`src/rtl/core/ticvp_pkg.sv`:
```
// Package for the table inverse-CDF value perturber.
// Holds command codes, register indexes, the controller state type and
// the controller/datapath command and status structs. No dependencies.
package ticvp_pkg;

    // Input word command codes
    localparam logic CMD_LOAD   = 1'b0;
    localparam logic CMD_SAMPLE = 1'b1;

    // Configuration register indexes
    localparam logic CFG_ACCUM_N  = 1'b0;
    localparam logic CFG_NUM_COLS = 1'b1;

    // Field widths fixed by the interface
    localparam int VALUE_W  = 8;
    localparam int RESULT_W = 9;
    localparam int Q16_W    = 16;
    localparam int ROW_W    = 7;
    localparam int COL_W    = 4;
    localparam int CFG_W    = 7;

    // Reset values of the configuration registers
    localparam logic [6:0] ACCUM_N_RST  = 7'd0;
    localparam logic [3:0] NUM_COLS_RST = 4'd15;

    // Controller states, one-hot
    typedef enum logic [2:0] {
        ST_IDLE   = 3'b001,
        ST_SCAN   = 3'b010,
        ST_FINISH = 3'b100
    } state_t;

    // Controller to datapath commands
    typedef struct packed {
        logic load_wr;   // write one table entry from the input word
        logic start;     // capture a sample word
        logic scan;      // scan the selected row
        logic deliver;   // move the result into the output register
    } ctrl_cmd_t;

    // Datapath to controller status
    typedef struct packed {
        logic direct;    // sample needs no scan (row error or no columns)
        logic scan_done; // scan has picked a column this cycle
    } dp_status_t;

endpackage

```
`src/rtl/core/ticvp_ctrl.sv`:
```
// Controller for the value perturber: input handshake, scan sequencing and
// output register valid. Depends on ticvp_pkg.
module ticvp_ctrl
    import ticvp_pkg::*;
(
    input  logic       clk,
    input  logic       rst_n,
    input  logic       in_valid,
    output logic       in_stall,
    input  logic       in_cmd,
    output logic       out_valid,
    input  logic       out_stall,
    input  dp_status_t status,
    output ctrl_cmd_t  ctrl
);

    state_t state_reg, state_next;
    logic   out_valid_reg, out_valid_next;
    logic   accept;
    logic   out_free;

    assign in_stall = (state_reg != ST_IDLE);
    assign accept   = in_valid && !in_stall;
    assign out_free = !out_valid_reg || !out_stall;

    // Next state and commands
    always_comb
    begin
        state_next   = state_reg;
        ctrl         = '0;
        ctrl.load_wr = accept && (in_cmd == CMD_LOAD);
        case (state_reg)
            ST_IDLE:
            begin
                if (accept && (in_cmd == CMD_SAMPLE))
                begin
                    ctrl.start = 1'b1;
                    state_next = status.direct ? ST_FINISH : ST_SCAN;
                end
            end
            ST_SCAN:
            begin
                ctrl.scan = 1'b1;
                if (status.scan_done)
                begin
                    state_next = ST_FINISH;
                end
            end
            ST_FINISH:
            begin
                if (out_free)
                begin
                    ctrl.deliver = 1'b1;
                    state_next   = ST_IDLE;
                end
            end
            default:
            begin
                state_next = ST_IDLE;
            end
        endcase
    end

    // Output valid: set on delivery, cleared when the word is taken
    always_comb
    begin
        if (ctrl.deliver)
        begin
            out_valid_next = 1'b1;
        end
        else if (!out_stall)
        begin
            out_valid_next = 1'b0;
        end
        else
        begin
            out_valid_next = out_valid_reg;
        end
    end

    always_ff @(posedge clk or negedge rst_n)
    begin
        if (!rst_n)
        begin
            state_reg     <= ST_IDLE;
            out_valid_reg <= 1'b0;
        end
        else
        begin
            state_reg     <= state_next;
            out_valid_reg <= out_valid_next;
        end
    end

    assign out_valid = out_valid_reg;

endmodule

```
`config.mk`:
```
export PLATFORM = sky130hd
export DESIGN_NAME = ticvp_ctrl
export DESIGN_NICKNAME = d
export VERILOG_FILES = /design/src/rtl/core/ticvp_pkg.sv /design/src/rtl/core/ticvp_ctrl.sv
export SDC_FILE = /design/constraint.sdc
export NUM_CORES = 1
export LEC_CHECK = 0
export BUFFER_PORTS_ARGS = -buffer_cell sky130_fd_sc_hd__buf_2
export CAP_MARGIN = 25
export CORE_AREA = 2 2 39 41
export DETAILED_ROUTE_END_ITERATION = 6
export DIE_AREA = 0 0 41 43
export GPL_TIMING_DRIVEN = 0
export SLEW_MARGIN = 20
export SYNTH_ARGS = -nofsm -noshare
export SYNTH_HDL_FRONTEND = slang
export SYNTH_SLANG_ARGS = --single-unit
```
`constraint.sdc`:
```
create_clock -name clk -period 1.4 [get_ports clk]
set_input_delay 0.07 -clock clk [delete_from_list [all_inputs] [get_ports clk]]
set_output_delay 0.07 -clock clk [all_outputs]
set_load 0.03 [all_outputs]
```
# --- Word-level counts from Yosys, hierarchy flattened ---
# Cells that the tools add are included.
op_classes:
  eq_ne: 8
  muxes: 12
  bitwise_logic: 1
  reduce_logical: 8
ops:
  columns: ["cell", "count"]
  rows:
  - ["$mux W3", 4]
  - ["$pmux W3 S3", 1]
  - ["$mux W1", 7]
  - ["$ne A2 B2 Y1 const B", 3]
  - ["$eq A3 B1 Y1 const B", 1]
  - ["$eq A3 B2 Y1 const B", 1]
  - ["$eq A3 B3 Y1 const B", 1]
  - ["$logic_and A1 B1 Y1", 3]
  - ["$logic_not A1 Y1", 3]
  - ["$ne A3 B1 Y1 const B", 1]
  - ["$reduce_and A3 Y1", 1]
  - ["$ne A2 B1 Y1 const B", 1]
  - ["$logic_or A1 B1 Y1", 1]
  - ["$not A1 Y1", 1]
word_totals:
  reg_bits: 4
  inputBits: 7
  wordCells: 31

# --- Logic depth before layout (Yosys ltp) ---
logic_depth:
  word_depth: 6
  ltp_mapped: 4

# --- Worst setup path before layout ---
# No wires, ideal clock.
synth_timing:
  kind: "flip-flop to output port"
  from: "reg state_reg[0]"
  to: "out ctrl[3] (netlist bit)"
  arrival_ps: 1782
  setup_slack_ps: -452
  path_stages_with_launch: 3
  path_buffers: 0
  path_cell_list: "dfstp_2 -> or3b_4 -> nor3b_1"
synth_lines:
  columns: ["item", "line", "source"]
  rows:
  - ["from (decl)", "ticvp_ctrl.sv:17", "state_t state_reg, state_next;"]
  - ["from (signal assigned)", "ticvp_ctrl.sv:90", "state_reg <= state_next;"]
  - ["to (decl)", "ticvp_ctrl.sv:14", "output ctrl_cmd_t ctrl"]

==> qor.yml <==
clock_sinks: 4
route.met3.wl_microns: 44
num_rows: 14
fin_skew_ns: 0.00616
min_path_type: "in2reg"
crit_type: "reg2out"
clock_latency_ns: 0.23
path_buf_inv: 1
diodes: 0
p_total_uw: 400
die_y_microns: 43
totalWireLength_microns: 609
dieArea_sq_um: 1760
pre_cts_slack_ns: -0.0253
yosys_warnings: 0
async_reset_ff_frac: 1.00
antenna_left: 0
hold_ws_ns: 0.0719
cap_violations: 0
cp_max_fo: 4
numCtsBuffers: 3
clk_pin_slew_ns: 0.04
synth_cell_types: 16
ys.flop_type: "dfrtp_1"
grt_pass1_wl_microns: 869
start_util: 0.177
rsz0062_at_grt: "true"
slew_violations: 0
ys_seq_elements: 4
drt_pass1_iterations: 2
cts-root-buf: "clkbuf_4"
nNetsFinal: 54
relSlewSlack: 0.852
die_w_microns: 41
worstPathArrival_ns: 1.51
synth_top_cell_by_area: "dfrtp_1"
outcome: "complete, but fails checks"
crit_path_top_delay_cell: "dfstp_2"
synth_area_leaders: "dfrtp_1 31%, dfstp_2 11%, nand4b_1 7.1%"
clock_path_buffers: 2
place.gp.congestion: 0.681
synthCells: 26
cp-end-kind: "output port"
vias: 277
core_area_sq_um: 1380
synth-edff-count: 0
hold_viol: 0
synthMostInstantiatedCell: "nand2_1"
drt_iter0_markers: 3
largest_reg_flops: 3
fin_ws_ns: -0.183
r2r-start: "state_reg[0]"
critical-path-top-delay-family: "simple AND/OR/NAND/NOR gates"
dp.cells: 54
pin_count: 13
violations: "setup timing"
top_layer: "met3"
grt_use_total: 0.0747
drive_gt1_frac: 0.587
worstPathCellList: "or3b_4 > nor3b_4 > buf_6"
areaGrowthSynthToFinish_pct: 74.5
startpoint: "state_reg[0]"
drc: 0
period_share: 1.13
worstHoldStart: "status[1]"
synth_commonest_cells: "4 x nand2_1, 3 x a21oi_1, 3 x dfrtp_1"
setup-violations-final: 4
antenna_found_initial: 0
worstMarginPinSlew_ns: 0.219
max_freq_mhz: 632
crit_path_max_incr_delay_ns: 0.52
numPortBuffers: 12
ir_drop_v: 0.000360
wl_met1_microns: 216
synth_top_area_frac: 0.306
placed_area_sq_um: 337
cp-start-kind: "flop"
fin_crit_ns: 1.58
cp.required_ns: 1.33
syn_area_per_cell_sq_um: 9.43
viasPerCell: 4.47
yosysSeqAreaShare: 0.413
stdcell_count: 62
final_area_sq_um: 428
syn-num-nets: 33
wl_per_cell_microns: 9.82
grt_max_degree: 8
power_density_nw_per_um2: 934
first_global_vias: 233
dr_wl_met2_microns: 347
htreeDepth: 1
place_hpwl_microns: 427
cts_tree: "yes"
gr-total-overflow: 0
netlist_area_sq_um: 245
leakagePower_uw: 0.000217
==> power breakdown <==
group / leakage, uW / total [uW] / internal (uW) / switching (uW)
sequential: 0.0000516 / 133 / 125 / 8.46
combinational: 0.000151 / 114 / 53.6 / 60.1
clock: 0.0000150 / 153 / 107 / 46.3
==> final cells by class <==
| type | count | area, sq um |
|---|---|---|
| inverters | 1 | 3.75 |
| well taps | 16 | 20.0 |
| multi-input cells | 20 | 158 |
| fillers | 156 | 956 |
| flip-flops and latches | 4 | 101 |
| repair buffers | 16 | 111 |
| plain buffers | 1 | 7.51 |
| clock buffers | 4 | 26.3 |
==> layout by cell type (no fill, tap or decap), types with 2 or more instances in the layout <==
cell type	synthesis	routed
nand2_1	4	3
buf_2	0	9
clkbuf_4	0	3
buf_4	1	4
a21o_1	2	2
a21oi_1	3	2
nand4b_1	2	2
dfrtp_1	3	3
nor2_4	1	2
buf_6	0	3
==> what timing repair did <==
action | in CTS | in global routing
hold buffers | 1 | 0
gates cloned | 0 | 0
setup endpoints to repair | 3 | 5
hold endpoints to repair | 4 | 0
gates resized for setup | 6 | 4
pin swaps | 1 | 1
buffers inserted | 2 | 1
==> metrics by stage <==
step            util  TNS [ns]
3_3_place_gp   0.243   -0.0142
6_report       0.309    -0.315
4_1_cts        0.294    -0.389
5_1_grt        0.309    -0.508
3_5_place_dp   0.243   -0.0253
2_1_floorplan      -   -0.0712
==> logic make-up (layout without fill, tap and decap cells) <==
logic type	Yosys count	after routing	share of synthesized area
AND/OR/NAND/NOR	14	14	0.383
AO/OA/AOI/OAI	6	6	0.158
flip-flops	4	4	0.413
buffers and inverters	2	22	0.0459
==> metal layers <==
layer	up-vias	global-route usage
li1	137	-
met1	133	0.0850
met2	7	0.113
met3	0	0.0157
met4	0	0.0600
met5	-	0
==> final timing paths <==
kind | endpoint | slack [ns] | cells past startpoint
setup / recovery | ctrl[3] | -0.18 | 3
hold / removal | state_reg[2] | 0.07 | 2
setup reg to reg | state_reg[1] | 0 | 4
hold reg to reg | out_valid | 0.56 | 2
max in group asynchronous | state_reg[0] | 1.03 | 2
min in group asynchronous | state_reg[1] | 0.16 | 2
Power figures use the tool's default switching activity.
